--- src/sv/pcache_pkg.sv ---
// ----------------------------------------------------------------------------
// pcache_pkg
// Types and fixed widths shared by the peer cache modules.
// ----------------------------------------------------------------------------
package pcache_pkg;

  localparam int unsigned WORD_W    = 64;
  localparam int unsigned STAMP_W   = 32;
  localparam int unsigned PORT_W    = 16;
  localparam int unsigned ADDR_W    = 32;
  localparam int unsigned EXPIRY_W  = 16;
  localparam int unsigned SLOT_W    = 4;
  localparam logic [15:0] EXPIRY_RESET = 16'd30;

  localparam logic MODE_REPORT = 1'b0;
  localparam logic MODE_CLEAR  = 1'b1;

  typedef struct packed {
    logic              mode;
    logic [63:0]       user_id_w0;
    logic [63:0]       user_id_w1;
    logic [63:0]       user_id_w2;
    logic [63:0]       user_id_w3;
    logic [63:0]       host_id_w0;
    logic [63:0]       host_id_w1;
    logic [63:0]       host_id_w2;
    logic [63:0]       host_id_w3;
    logic [31:0]       now_seconds;
    logic [31:0]       peer_ip;
    logic [15:0]       peer_port;
  } in_t;

  typedef struct packed {
    logic       hit;
    logic       inserted;
    logic       table_full;
    logic [3:0] slot;
  } out_t;

  typedef struct packed {
    logic expired;
    logic live;
    logic match;
  } eval_t;

endpackage

--- src/sv/pcache_eval.sv ---
// ----------------------------------------------------------------------------
// pcache_eval
// Age check and id compare of one table entry against the current report.
// ----------------------------------------------------------------------------
module pcache_eval #(
  parameter int unsigned ID_WORDS = 4
) (
  input  logic                                 vld,
  input  logic [pcache_pkg::STAMP_W-1:0]       stamp,
  input  logic [pcache_pkg::STAMP_W-1:0]       now,
  input  logic [pcache_pkg::EXPIRY_W-1:0]      expiry,
  input  logic [pcache_pkg::WORD_W*ID_WORDS-1:0] ent_uid,
  input  logic [pcache_pkg::WORD_W*ID_WORDS-1:0] ent_hid,
  input  logic [pcache_pkg::WORD_W*ID_WORDS-1:0] req_uid,
  input  logic [pcache_pkg::WORD_W*ID_WORDS-1:0] req_hid,
  output pcache_pkg::eval_t                    ev
);

  logic [pcache_pkg::STAMP_W-1:0] age;

  always_comb begin
    age        = now - stamp;
    ev.expired = vld && (age > pcache_pkg::STAMP_W'(expiry));
    ev.live    = vld && !ev.expired;
    ev.match   = (ent_uid == req_uid) && (ent_hid == req_hid);
  end

endmodule
--- config.mk ---
export PLATFORM = sky130hd
export DESIGN_NAME = pcache_eval
export DESIGN_NICKNAME = d
export VERILOG_FILES = /design/src/sv/pcache_pkg.sv /design/src/sv/pcache_eval.sv
export SDC_FILE = /design/constraint.sdc
export NUM_CORES = 1
export LEC_CHECK = 0
export ABC_CLOCK_PERIOD_IN_PS = 5950
export BUFFER_PORTS_ARGS = -buffer_cell sky130_fd_sc_hd__buf_2
export CORE_AREA = 8 8 428 430
export DETAILED_ROUTE_END_ITERATION = 10
export DIE_AREA = 0 0 436 438
export MAX_ROUTING_LAYER = met4
export PLACE_DENSITY = 0.3
export SETUP_SLACK_MARGIN = 0.5
export SLEW_MARGIN = 20
export SYNTH_ARGS = -nofsm -noshare
export SYNTH_HDL_FRONTEND = slang
export SYNTH_SLANG_ARGS = --single-unit
--- constraint.sdc ---
create_clock -name vclk -period 5.95
set_clock_uncertainty 0.15 [all_clocks]
set_input_delay 0.595 -clock vclk [all_inputs]
set_output_delay 0.595 -clock vclk [all_outputs]
set_load 0.02 [all_outputs]
==> results of run 1 <==
-- synthesized netlist by cell type (all sizes together), types with 3 or more instances --
cell type | instances | area, um2
o211ai | 6 | 45.0
ha | 47 | 588
nand3 | 13 | 65.1
o21a | 4 | 30.0
nor3 | 13 | 65.1
o221ai | 3 | 26.3
a22oi | 6 | 45.0
o21ai | 27 | 135
a221oi | 14 | 129
buf | 5 | 25.0
and3 | 3 | 18.8
a2111oi | 3 | 26.3
o22ai | 19 | 119
o2bb2ai | 8 | 70.1
xor2 | 316 | 2770
nand2b | 4 | 25.0
nor2b | 9 | 56.3
a21o | 15 | 114
and2 | 3 | 18.8
xnor2 | 160 | 1400
nand2 | 37 | 154
inv | 106 | 398
o2111ai | 6 | 58.8
mux2i | 3 | 30.0
and3b | 3 | 26.3
a21boi | 4 | 30.0
a211oi | 5 | 50.1
nand4 | 74 | 469
a21oi | 42 | 214
nor2 | 27 | 101
nor4 | 97 | 628
-- routing by layer --
metal / vias up / part of all wire [%] / GRT usage (%)
met5: - / 0 / -
met4: 0 / 2.8 / 2.06
met3: 432 / 9.8 / 6.94
met2: 1132 / 51 / 36.1
met1: 6989 / 36 / 21.0
li1: 6577 / - / -
-- final timing paths --
check | to | from | slack [ns] | depth (start not counted)
setup / recovery | ev[1] | stamp[4] | 0.32 | 24
hold / removal | ev[1] | vld | 1.36 | 3
-- area by class of cell --
class | count | area (um2)
diodes | 255 | 638
well taps | 2355 | 2950
multi-input cells | 1003 | 7890
inverters | 106 | 400
fillers | 21000 | 159000
repair buffers | 1138 | 5810
-- what timing repair did --
action                     in CTS  in global routing
pin swaps                      27                  5
setup endpoints to repair       2                  2
buffers inserted               12                  2
resized for setup              31                  6
gates cloned                    0                  0
-- placed cells by master, fill, tap and decap left out, types with 13 or more instances in the layout --
cell type,count
nor2_1,27
nor3_1,13
xnor2_1,160
nand2_1,34
a221oi_1,13
xor2_1,315
ha_1,46
o22ai_1,19
inv_1,105
nand3_1,13
a21oi_1,37
diode_2,255
o21ai_0,19
nor4_1,94
a21o_1,14
buf_4,26
buf_2,1104
nand4_1,73
-- per-stage QoR --
step	cells	TNS [ns]	hold slack, ns
2_1_floorplan	1116	0	1.21
5_1_grt	4801	0	1.37
3_3_place_gp	4588	-0.243	1.39
6_report	4857	0	1.36
3_5_place_dp	4588	-0.181	1.39
4_1_cts	4600	0	1.36
-- critical path: stages --
cell and delay [ns]:
buf_2 0.08, inv_1 0.04, ha_1 0.33, a21o_1 0.23, a21oi_1 0.26, nand2_2 0.10, buf_4 0.15, buf_6 0.11
buf_6 0.10, buf_6 0.10, buf_6 0.10, xor2_2 0.14, ha_1 0.31, nand4_1 0.16, nor4_4 0.32, buf_4 0.15
buf_6 0.08, o21ai_2 0.04, a2111o_1 0.37, or4_4 0.56, nor4_4 0.16, buf_4 0.16, and2_4 0.13, buf_6 0.11
-- report_power, final --
part           switching [mW]  internal, mW
clock network               0    0.00000609
logic                   0.727         0.595
registers                   0             0
total                   0.727         0.595
-- logic make-up after synthesis --
group,after synthesis,synth area share [%]
multiplexers,3,0.365
AND/OR/NAND/NOR,294,20.8
AO/OA/AOI/OAI,182,15.5
buffers and inverters,113,5.23
XOR/XNOR,476,50.7
adder cells (fa/ha/maj),48,7.39
==> results.json, run 1 <==
{
  "vias": 15100,
  "hpwl_um": 190000,
  "synthesis.area_um2": 8230,
  "cp.arrival_ns": 4.89,
  "pre_cts_slack_ns": -0.133,
  "synth.avg_cell_area_um2": 7.37,
  "routedWlPerCell_um": 40.0,
  "syn_nets": 2269,
  "die_h_um": 438,
  "drv_slew": 0,
  "antenna_found_initial": 376,
  "grt_pass1_vias": 14400,
  "worstPathMaxFanout": 4,
  "timing.final.crit_period_ns": 5.63,
  "routed_wl_um": 194000,
  "layout.clock_buffers": 0,
  "dieWidth_um": 436,
  "cts_hold_buf": 0,
  "ios": 1108,
  "grt_usage_pct": 19.7,
  "status": "finished, final reports clean",
  "start_util_pct": 4.65,
  "port_buffers": 1108,
  "synth_warnings": 0,
  "die-area_um2": 191000,
  "worstPathRequired_ns": 5.20,
  "fp-row-count": 155,
  "startpoint_type": "primary input",
  "nets": 3402,
  "max_slew.worst_pin.slew_ns": 1.03,
  "layout_setup_ws_ns": 0.318,
  "endpoint_kind": "output pin",
  "p_leak_nw": 7.91,
  "rsz0062_at_grt": "true",
  "placed_area_um2": 16800,
  "seq_cells": 0,
  "vias_per_cell": 3.12,
  "irDropWorstVdd_mv": 0.0296,
  "path_class": "in2out",
  "ant_nets": 0,
  "p_per_area_nw_per_um2": 74.8,
  "finalSetupViolCount": 0,
  "hold_viol": 0,
  "final_core_util_pct": 10.0,
  "drive_gt1_share_pct": 52.1,
  "first_pass_iters": 5,
  "cap_violations": 0,
  "grt-ovfl-total": 0,
  "seqCellArea_um2": 0,
  "fin_crit_sh_pct": 94.7,
  "max_freq_ghz": 0.178,
  "yosysUniqueCellTypes": 70,
  "hold_path_class": "in2out",
  "finish.instance_area_um2": 17700,
  "relSlewSlack_pct": 30.4,
  "synthCells": 1116,
  "drc_errors": 0,
  "grt_max_degree": 14,
  "total_power_mw": 1.32,
  "yosysSeqAreaShare_pct": 0,
  "drt_iter0_markers": 1322,
  "coreArea_um2": 177000,
  "grt_pass1_wl_um": 224000,
  "synthToLayoutAreaGrowth_pct": 115,
  "routabilityCongestion": 1.06
}
No activity file was read; power rests on OpenSTA's default activity.
==> run 2: changes to the inputs <==
--- a/config.mk
+++ b/config.mk
@@ -5,11 +5,12 @@
 export SDC_FILE = /design/constraint.sdc
 export NUM_CORES = 1
 export LEC_CHECK = 0
+export ABC_AREA = 1
 export ABC_CLOCK_PERIOD_IN_PS = 5950
 export BUFFER_PORTS_ARGS = -buffer_cell sky130_fd_sc_hd__buf_2
-export CORE_AREA = 8 8 428 430
+export CORE_AREA = 8 8 431 433
 export DETAILED_ROUTE_END_ITERATION = 10
-export DIE_AREA = 0 0 436 438
+export DIE_AREA = 0 0 439 441
 export MAX_ROUTING_LAYER = met4
 export PLACE_DENSITY = 0.3
 export SETUP_SLACK_MARGIN = 0.5
==> run 2 against run 1 <==
Setup slack gained 1.0 ns. Die area is 1.4% higher. Core utilization is 0.38 points higher. Global-route usage decreased by 2.0 points. Combinational power barely moved. Worst hold slack improved by 0.14 ns. Cell area rose by 5.1%. Critical path depth is 1 higher. Flip-flop and latch count stayed put. Clock-buffer cell count unchanged. Sequential share of layout area is the same. Largest cell class unchanged.
==> results.json, run 2 <==
{
  "fp-row-count": 156,
  "worstPathMaxFanout": 4,
  "finalSetupViolCount": 0,
  "grt_pass1_wl_um": 208000,
  "vias_per_cell": 3.12,
  "layout_setup_ws_ns": 1.35,
  "synth_warnings": 0,
  "synth.top_cell.area_share_pct": 31.7,
  "drive_gt1_share_pct": 43.5,
  "hold_end": "ev[1]",
  "routedWlPerCell_um": 33.5,
  "placed_area_um2": 18100,
  "finish.instance_area_um2": 18600,
  "max_slew.worst_pin.slew_ns": 1.04,
  "cts_hold_buf": 0,
  "routed_wl_um": 178000,
  "port_buffers": 1108,
  "min_path_cells": 4,
  "drv_slew": 0,
  "yosysTopAreaCell": "xnor2_1",
  "total_power_mw": 1.33,
  "synthesis.area_um2": 9630,
  "hpwl_um": 175000,
  "die_h_um": 441,
  "yosysUniqueCellTypes": 33,
  "cap_violations": 0,
  "vias": 16600,
  "yosysSeqAreaShare_pct": 0,
  "antenna_found_initial": 384,
  "fin_setup_tns_ns": 0,
  "layout_common_cells": "buf_2, nand2_1, xnor2_1",
  "worstPathRequired_ns": 5.20,
  "pre_cts_slack_ns": 1.17,
  "nets": 3926,
  "hold_viol": 0,
  "syn_nets": 2816,
  "fin_crit_sh_pct": 77.4,
  "timing.final.crit_period_ns": 4.60,
  "die-area_um2": 194000,
  "p_per_area_nw_per_um2": 71.4,
  "rsz0062_at_grt": "false",
  "irDropWorstVdd_mv": 0.0230,
  "ys_top_cells_by_count": "nand2_1, xnor2_1, inv_1, nor2_1, nand4_1",
  "final_cells": 5319,
  "hold_start": "vld",
  "startpoint_type": "primary input",
  "drc_errors": 0,
  "layout_commonest_cell": "buf_2",
  "grt_usage_pct": 17.7,
  "hold_path_class": "in2out",
  "drt_iter0_markers": 1044,
  "status": "finished, final reports clean",
  "fill_cells": 21500,
  "relSlewSlack_pct": 29.8,
  "dp.cells": 5141,
  "seq_cells": 0,
  "layout.clock_buffers": 0,
  "endpoint_kind": "output pin",
  "grt-ovfl-total": 0,
  "seqCellArea_um2": 0,
  "ant_nets": 0,
  "routabilityCongestion": 0.987,
  "cp.arrival_ns": 3.86,
  "cts-resized-gates": 0,
  "start_util_pct": 5.37,
  "p_leak_nw": 9.05,
  "grt_pass1_vias": 16000,
  "grt_max_degree": 7,
  "coreArea_um2": 179000,
  "dieWidth_um": 439,
  "yosysMostFrequentCell": "nand2_1",
  "synth.avg_cell_area_um2": 5.79,
  "synthToLayoutAreaGrowth_pct": 93.1,
  "post-cts-setup-buffers": 0,
  "ios": 1108,
  "yosys-top-cells-area": "xnor2_1, nand2_1, inv_1",
  "path_class": "in2out",
  "max_freq_ghz": 0.217,
  "first_pass_iters": 6,
  "synthCells": 1663
}
[run 2: stage by stage]
step	util (%)	hold slack [ns]
after floorplan	-	1.17
after global placement	10.1	1.50
after CTS	10.1	1.49
after global routing	10.3	1.53
after detailed placement	10.1	1.49
final	10.4	1.50
[run 2: layout make-up]
class              instances  area (um2)  share of cell area, %
inverters                292        1100                   5.89
multi-input cells       1371        8550                   46.0
repair buffers          1108        5550                   29.8
diodes                   178         445                   2.40
well taps               2370        2970                   15.9
[run 2: critical path, stage by stage]
cell	delay, ns
buf_2	0.08
inv_1	0.09
ha_1	0.24
fa_1	0.42
inv_1	0.13
nand2_1	0.06
nand2_1	0.08
nand3_1	0.09
nand2_2	0.17
nand2_1	0.08
nand2_2	0.09
xor2_1	0.08
ha_1	0.29
nand3_1	0.10
nor2_1	0.15
nand3_1	0.11
inv_1	0.07
a21oi_1	0.04
nor2_1	0.18
nand3_1	0.11
nor2_1	0.10
nand2_1	0.05
nor2_1	0.20
nor2_1	0.06
buf_2	0.16
[run 2: layer usage]
layer,up-vias,GRT usage [%],wire [um]
met3,568,4.34,12300
li1,7621,-,-
met2,1211,35.1,97200
met5,-,-,0
met4,0,1.78,5650
met1,7213,18.1,63100
[run 2: where the power goes]
group	switching, mW	internal [mW]	total, mW
combinational	0.723	0.606	1.33
clock	0	0.00000411	0.00000412
sequential	0	0	0
[run 2: worst max path at each step]
stage,start,endpoint,slack [ns],depth (start not counted)
6_report,now[0],ev[2],1.35,25
5_1_grt,now[0],ev[2],1.13,26
4_1_cts,req_hid[142],ev[0],1.16,12
3_5_place_dp,req_hid[142],ev[0],1.17,12
3_3_place_gp,req_hid[142],ev[0],0.51,12
2_1_floorplan,now[0],ev[1],2.26,25
[run 2: kinds of logic after synthesis]
family / count (synthesis) / synth area share [%]
fa+ha+maj: 48 / 6.31
compound gates: 67 / 4.43
xor+xnor: 426 / 38.7
buf+inv: 292 / 11.4
simple gates: 830 / 39.1
