===== src/sv/pcache_ram.sv =====
// ----------------------------------------------------------------------------
// pcache_ram
// Generic single-port-write, single-port-read RAM with registered read.
// ----------------------------------------------------------------------------
module pcache_ram #(
  parameter int unsigned WIDTH = 32,
  parameter int unsigned DEPTH = 16
) (
  input  logic                                     clk,
  input  logic                                     we,
  input  logic [(DEPTH > 1 ? $clog2(DEPTH) : 1)-1:0] waddr,
  input  logic [WIDTH-1:0]                         wdata,
  input  logic [(DEPTH > 1 ? $clog2(DEPTH) : 1)-1:0] raddr,
  output logic [WIDTH-1:0]                         rdata
);

  logic [WIDTH-1:0] mem [DEPTH];

  always_ff @(posedge clk) begin
    if (we) begin
      mem[waddr] <= wdata;
    end
    rdata <= mem[raddr];
  end

endmodule


===== config.mk =====
export PLATFORM = sky130hd
export DESIGN_NAME = pcache_ram
export DESIGN_NICKNAME = d
export VERILOG_FILES = /design/src/sv/pcache_ram.sv
export SDC_FILE = /design/constraint.sdc
export NUM_CORES = 1
export LEC_CHECK = 0
export BUFFER_PORTS_ARGS = -buffer_cell sky130_fd_sc_hd__clkbuf_2
export CAP_MARGIN = 5
export CORE_ASPECT_RATIO = 0.7
export CORE_UTILIZATION = 55
export DETAILED_ROUTE_END_ITERATION = 6
export PLACE_DENSITY = 0.75
export SLEW_MARGIN = 15
export SYNTH_ARGS = -nofsm -noshare
export SYNTH_HDL_FRONTEND = slang
export SYNTH_SLANG_ARGS = --single-unit

===== constraint.sdc =====
create_clock -name clk -period 3.92 [get_ports clk]
set_clock_uncertainty 0.05 [all_clocks]
set_input_delay 0.588 -clock clk [delete_from_list [all_inputs] [get_ports clk]]
set_output_delay 0.588 -clock clk [all_outputs]
set_load 0.05 [all_outputs]

==> metrics, run 1 <==
status finished, final reports clean; DP Wirelength 20500 um; vias 9120; grt total ovfl 0; Synth Cell Area 19900 sq um; final setup fails 0; metal2 WL 19500 um; synthesized instance count 838; Area contributors post-synth edfxtp_1, mux4_2, dfxtp_1, a22oi_1, nand2_1; vias per cell 6.27; fin. max-slew vios 0; dpl cell area 21000 sq um; f_max 493 MHz; drt first pass iters 5; Num CTS Buffers 47; Synth top cells by count edfxtp_1, mux4_2, a22oi_1; routability congestion estimate from global placement 0.728; period utilisation layout 51.7%; critical-path maximum fanout 41; Die W 229 um; post-layout min period 2.03 ns; Finished Cell Area 22400 sq um; hold buffers post-CTS 0; Area Growth Syn to Fin 13.0%; max-cap violations 0; Netlist cell types 18; EDFF count, synth 512; most frequent cell after synthesis edfxtp_1; final wirelength 40600 um; Met3 Wirelength 3450 um; ys async rst share 0%; DRT antenna net count 0; arrival time worst endpoint 2.41 ns; die area 36900 sq um; register area share after synthesis 80.7%; yosys synthesis warning count 0; worst min path class input port to register; clk_lat worst skew 0.56 ns; Critical Path Start Type input port; share of the synthesized area in the top cell type 77.4%; Row Count 57; Rel. slew slack 31.2%; measured slew at the worst slew-check pin 1.03 ns; Port Buf Inserts 73; CTS clock-pin slew for the worst setup and hold paths 0.06 ns; GRT Total Usage 22.4%; average wire per standard cell 27.9 um; top layer in use met5; number of remaining DRC errors 0; CTS resizes 0; Pleak 7.21 nW; chip height 161 um; initial core utilization 56.6%; Max clock buf depth 3; Seq cells post-synth 544; root cell of the clock tree clkbuf_16; DRT met1 WL 16900 um; CTS tree yes; Yosys top cell by area edfxtp_1; Req. time, crit path 4.31 ns; initial antenna violation count 2; CP Capture Type register; pwr dens 517 nW/um^2; H-tree depth 2; Post-Syn Nets 880; Sink Count 544; layout cells sized above 1 32.3%; kind of critical path input port to register; RSZ-0062 raised after global routing false; # Post-CTS Setup Buffers 0; DR iter-0 viols 1074; first-pass GRT wire length 59300 um; Core Region 35100 sq um; largest net degree at the start of global routing 61; Avg Cell Area, Syn 23.7 sq um; ys flop type edfxtp_1; Hold Vio Cnt, Final 0; TNS Setup 0 ns; vias in the first global route 9351; I/O pin cnt 74; worst vdd ir 0.000380 V; fin nets 988
## where the power goes
part,switching (mW),internal (mW)
combinational,0.456,0.233
sequential,0.0439,6.50
clock,1.95,2.41
## placed cells by master (no fill, tap or decap)
cell        instances
clkinv_2           11
clkbuf_8            4
nand3b_1            2
bufinv_16           1
clkinvlp_4          2
clkbuf_1           14
or3b_2              1
buf_12              4
diode_2             1
nand2_1            33
nor3_2              4
a22oi_1            64
nand3_1             1
nor2b_4             2
clkbuf_2           71
buf_4              26
and2_2              1
mux4_2            128
nor2_4             13
clkinv_1            5
nand2b_1            2
clkbuf_16          49
dfxtp_1            32
edfxtp_1          512
## worst max-delay path, stage by stage
cell and delay, ns:
clkbuf_8 0.45, buf_12 0.36, mux4_2 0.54, a22oi_1 0.33, nand2_1 0.09
## layer usage
| metal | GRT usage (%) | vias to the layer above |
|---|---|---|
| li1 | - | 3778 |
| met2 | 35.9 | 422 |
| met4 | 5.42 | 2 |
| met1 | 32.5 | 4867 |
| met5 | 0 | - |
| met3 | 4.21 | 51 |
## area by class of cell
| type | count | area (sq um) |
|---|---|---|
| Antenna cell | 1 | 2.50 |
| Clock buffer | 66 | 1320 |
| Clock inverter | 19 | 119 |
| Fill cell | 2292 | 12600 |
| Multi-Input combinational cell | 251 | 3750 |
| Sequential cell | 544 | 16000 |
| Tap cell | 472 | 591 |
| Timing Repair Buffer | 102 | 644 |
## through the flow
step / utilization [%] / total power [mW] / hold slack (ns) / setup WS (ns) / instances
3_5_place_dp: 59.8 / 7.36 / 0.610 / 1.32 / 1369
6_report: 64.0 / 11.6 / 0.378 / 1.89 / 1455
5_1_grt: 64.0 / 11.9 / 0.374 / 1.75 / 1455
2_1_floorplan: - / 7.10 / 0.585 / 0.102 / 838
3_3_place_gp: 59.8 / 7.34 / 0.604 / 1.33 / 1369
4_1_cts: 63.9 / 11.7 / 0.358 / 1.87 / 1454
## final timing paths
path                                   end  cells past startpoint  slack, ns       start
worst max-delay path              rdata[4]                      5       1.89    raddr[0]
worst min-delay path            mem[0][16]                      1       0.38   wdata[16]
worst max register to register    rdata[1]                      3       2.47   mem[2][1]
worst min register to register   rdata[17]                      3       0.62  mem[7][17]
## flip-flops by register name, indices dropped and copies added, names as in the netlist
name / flops
rdata: 32
mem: 512
## cells by family after synthesis
family	count (synthesis)	share of synthesized area [%]
AND/OR/NAND/NOR	59	1.27
flip-flops	544	80.7
AO/OA/AOI/OAI	64	2.42
buffers and inverters	43	1.12
multiplexers	128	14.5
Note: power is estimated with default switching activity, not from simulation.
==> run 2: changes to the inputs <==
--- a/config.mk
+++ b/config.mk
@@ -8,7 +8,7 @@
 export BUFFER_PORTS_ARGS = -buffer_cell sky130_fd_sc_hd__clkbuf_2
 export CAP_MARGIN = 5
 export CORE_ASPECT_RATIO = 0.7
-export CORE_UTILIZATION = 55
+export CORE_UTILIZATION = 58
 export DETAILED_ROUTE_END_ITERATION = 6
 export PLACE_DENSITY = 0.75
 export SLEW_MARGIN = 15
==> constraint.sdc (replaced) <==
create_clock -name clk -period 2.02 [get_ports clk]
set_clock_uncertainty 0.05 [all_clocks]
set_input_delay 0.303 -clock clk [delete_from_list [all_inputs] [get_ports clk]]
set_output_delay 0.303 -clock clk [all_outputs]
set_load 0.05 [all_outputs]
==> metrics, run 2 (synthesis gave the netlist of run 1 again) <==
routability congestion estimate from global placement 0.701; measured slew at the worst slew-check pin 0.655 ns; worst min path class input port to register; H-tree depth 2; n_diodes 0; number of remaining DRC errors 0; utilization after layout 68.6%; CTS resizes 0; max-cap violations 0; final setup fails 0; Port Buf Inserts 73; first-pass GRT wire length 60600 um; vias in the first global route 9292; fin nets 1008; vias per cell 6.36; hold buffers post-CTS 0; Row Count 56; arrival time worst endpoint 1.27 ns; CP startpoint rdata[3]; PnR Total Power 23.1 mW; crit-path max cell delay 0.40 ns; die area 35000 sq um; kind of critical path register to output port; Pleak 7.48 nW; post-layout min period 1.62 ns; R2R depth 3; fillcell total 1971; Critical Path Start Type register; CTS tree yes; vias 9157; I/O pin cnt 74; final wirelength 40600 um; Req. time, crit path 1.67 ns; Core Region 33600 sq um; Rel. slew slack 56.2%; pwr dens 1000 nW/um^2; clk_lat worst skew 0.56 ns; Largest Register mem; pre-CTS WS 0.113 ns; crit path buf inv count 1; chip height 157 um; initial core utilization 59.2%; fin. max-slew vios 0; WP depth 1; Worst path slowest cell dfxtp_1; f_max 616 MHz; grt total ovfl 0; CP Cell Sequence clkbuf_2; final worst slack 0.398 ns; TNS Setup 0 ns; largest net degree at the start of global routing 40; critical-path maximum fanout 1; Hold Vio Cnt, Final 0; status finished, final reports clean; worst vdd ir 0.000845 V; initial antenna violation count 1; Num CTS Buffers 47; RSZ-0062 raised after global routing false; Sink Count 544; CTS clock-pin slew for the worst setup and hold paths 0.06 ns; layout cells sized above 1 33.9%; Area Growth Syn to Fin 16.0%; DRT antenna net count 0; Die W 223 um; Reg-to-Reg Start mem[7][31]; root cell of the clock tree clkbuf_16; DP Wirelength 20600 um; hold_sp wdata[23]; commonest non-fill, non-tap cell in the layout edfxtp_1; worst hold stages 1; drt first pass iters 5; DR iter-0 viols 1009; average wire per standard cell 28.2 um; Largest register FFs 512; GRT Total Usage 24.3%; CP Capture Type output port; period utilisation layout 80.3%; family with the most delay on the worst path flip-flops; # Post-CTS Setup Buffers 0; Max clock buf depth 3; most frequent cells in the layout edfxtp_1, mux4_2, clkbuf_2, a22oi_1, clkbuf_16; Regs by FF count mem (512), rdata (32)
-- run 2: final cells by class --
type                    instances  area (sq um)  area share, %
flip-flops and latches        544         16000           69.5
multi-input cells             251          3780           16.4
clock buffers                  52          1220           5.28
repair buffers                122          1160           5.02
well taps                     435           544           2.36
clock inverters                35           325           1.41
-- run 2: final timing paths --
path	to	slack, ns
setup / recovery	rdata[3]	0.40
hold / removal	mem[3][23]	0.1
setup reg to reg	rdata[31]	0.60
hold reg to reg	rdata[4]	0.61
-- run 2: power breakdown --
| group | switching [mW] | internal, mW | leakage (nW) |
|---|---|---|---|
| logic | 0.901 | 0.529 | 1.82 |
| clock network | 3.87 | 5.11 | 0.761 |
| registers | 0.0824 | 12.6 | 4.89 |
| total | 4.85 | 18.3 | 7.48 |
-- run 2: per-layer routing --
| layer | global-route usage (%) | vias to the layer above | routed length, um |
|---|---|---|---|
| li1 | - | 3827 | - |
| met1 | 35.6 | 4834 | 16500 |
| met2 | 39.3 | 433 | 19900 |
| met3 | 3.98 | 61 | 3390 |
| met4 | 5.65 | 2 | 733 |
| met5 | 0 | - | 15 |
-- run 2: per-stage QoR --
step	cell area, sq um	hold slack, ns	instances
3_5_place_dp	21500	0.602	1352
5_1_grt	23000	0.101	1439
3_3_place_gp	21500	0.597	1352
4_1_cts	23000	0.0728	1439
6_report	23000	0.0968	1439
2_1_floorplan	19900	0.352	838
==> run 3: changes to the inputs <==
--- a/config.mk
+++ b/config.mk
@@ -5,6 +5,7 @@
 export SDC_FILE = /design/constraint.sdc
 export NUM_CORES = 1
 export LEC_CHECK = 0
+export ABC_AREA = 1
 export BUFFER_PORTS_ARGS = -buffer_cell sky130_fd_sc_hd__clkbuf_2
 export CAP_MARGIN = 5
 export CORE_ASPECT_RATIO = 0.7
==> constraint.sdc (replaced) <==
create_clock -name clk -period 1.6 [get_ports clk]
set_clock_uncertainty 0.05 [all_clocks]
set_input_delay 0.24 -clock clk [delete_from_list [all_inputs] [get_ports clk]]
set_output_delay 0.24 -clock clk [all_outputs]
set_load 0.05 [all_outputs]
==> metrics, run 3 <==
most frequent cells in the layout nand2_1, edfxtp_1, inv_1, nand3_1, clkbuf_2; Row Count 60; worst vdd ir 0.00110 V; Synth top cells by count nand2_1, edfxtp_1, inv_1; H-tree depth 2; Sink Count 544; Worst path slowest cell dfxtp_1; Finished Cell Area 26100 sq um; DR iter-0 viols 1536; drt first pass iters 6; Port Buf Inserts 73; kind of critical path register to output port; synthesized instance count 2120; vias in the first global route 15100; layout cells sized above 1 10.9%; measured slew at the worst slew-check pin 0.480 ns; routability congestion estimate from global placement 0.894; register area share after synthesis 70.5%; RSZ-0062 raised after global routing false; Regs by FF count mem (512), rdata (32); Pleak 11.2 nW; PnR Total Power 30.6 mW; period utilisation layout 98.5%; final setup fails 0; CTS clock-pin slew for the worst setup and hold paths 0.06 ns; Yosys top cell by area edfxtp_1; Largest Register mem; post-layout min period 1.58 ns; GRT Total Usage 27.9%; Hold Vio Cnt, Final 0; Post-Syn Nets 2162; Area Growth Syn to Fin 14.8%; Req. time, crit path 1.31 ns; ys async rst share 0%; DRT antenna net count 0; average wire per standard cell 19.5 um; Netlist cell types 15; worst min path class input port to register; ys flop type edfxtp_1; Rel. slew slack 68.0%; fin. max-slew vios 0; Max clock buf depth 3; CP Capture Type output port; EDFF count, synth 512; Die W 239 um; max-cap violations 0; crit-path max cell delay 0.41 ns; CTS tree yes; die area 40000 sq um; f_max 634 MHz; critical-path maximum fanout 1; initial antenna violation count 1; first-pass GRT wire length 84600 um; family with the most delay on the worst path flip-flops; Area contributors post-synth edfxtp_1, nand2_1, nand3_1, inv_1, dfxtp_1; hold buffers post-CTS 0; utilization after layout 67.8%; crit path buf inv count 1; Largest register FFs 512; CP Cell Sequence buf_2; vias 15100; chip height 168 um; Num CTS Buffers 50; I/O pin cnt 74; largest net degree at the start of global routing 66; Seq cells post-synth 544; yosys synthesis warning count 0; Synth Cell Area 22700 sq um; Core Region 38500 sq um; DP Wirelength 32300 um; status finished, final reports clean; Critical Path Start Type register; most frequent cell after synthesis nand2_1; commonest non-fill, non-tap cell in the layout nand2_1; initial core utilization 59.0%; root cell of the clock tree clkbuf_16; arrival time worst endpoint 1.29 ns; pwr dens 1170 nW/um^2; grt total ovfl 0; Avg Cell Area, Syn 10.7 sq um; share of the synthesized area in the top cell type 67.6%; dpl cell area 24400 sq um; number of remaining DRC errors 0; final wirelength 54400 um; vias per cell 5.40; clk_lat worst skew 0.58 ns; fin nets 2259
-- run 3: changes by cell type in the layout (fill, tap and decap cells not counted), sizes merged, moves of 10 or more --
cell    change
nand3     +384
inv       +390
mux4      -128
a22oi      -64
clkinv     -10
clkbuf     +14
buf        +30
nand2     +644
-- run 3: kinds of logic (layout without fill, tap and decap cells) --
| kind of cell | after synthesis | after routing | synth area share, % |
|---|---|---|---|
| AND/OR/NAND/NOR | 1081 | 1081 | 20.0 |
| flip-flops | 544 | 544 | 70.5 |
| buffers and inverters | 495 | 633 | 9.54 |
| other | 0 | 1 | 0 |
-- run 3: repair_timing --
item | in CTS | in global routing
gates resized for setup | 5 | 2
endpoints found under the setup margin | 2 | 2
setup buffers | 0 | 0
pin swaps | 0 | 0
-- run 3: metal layers --
metal,wire length [um],vias up,global-route usage [%]
li1,-,7039,-
met1,21900,7157,37.6
met2,26200,736,46.5
met3,4470,121,3.73
met4,1860,2,10.3
met5,10,-,0
-- run 3: area by class of cell --
type	instances	area, sq um
Fill cell	2748	12400
Multi-Input combinational cell	1081	4670
Inverter	390	1470
Tap cell	527	659
Clock inverter	25	299
Sequential cell	544	16000
Timing Repair Buffer	150	1600
Clock buffer	68	1380
Antenna cell	1	2.50
-- run 3: through the flow --
| step | TNS [ns] | cells | hold slack (ns) | setup slack, ns |
|---|---|---|---|---|
| 4_1_cts | 0 | 2785 | 0.0258 | 0.000754 |
| 2_1_floorplan | -94.40 | 2120 | 0.289 | -0.223 |
| 3_3_place_gp | 0 | 2692 | 0.591 | 0.0718 |
| 5_1_grt | 0 | 2785 | 0.0535 | 0.00303 |
| 6_report | 0 | 2786 | 0.0456 | 0.0234 |
| 3_5_place_dp | 0 | 2692 | 0.599 | 0.0464 |
-- run 3: final timing paths --
kind	start	end	slack, ns	cells past startpoint
max reg2reg	mem[13][15]	rdata[15]	0.49	6
min reg2reg	mem[12][25]	rdata[25]	0.61	6
min	wdata[11]	mem[13][11]	0.05	1
max	rdata[6]	rdata[6]	0.02	1
-- run 3: report_power, final --
group | internal [mW] | total (mW) | switching (mW)
Clock | 7.04 | 12.2 | 5.17
Sequential | 15.9 | 16.0 | 0.112
Combinational | 0.672 | 2.37 | 1.70
Total | 23.6 | 30.6 | 6.98
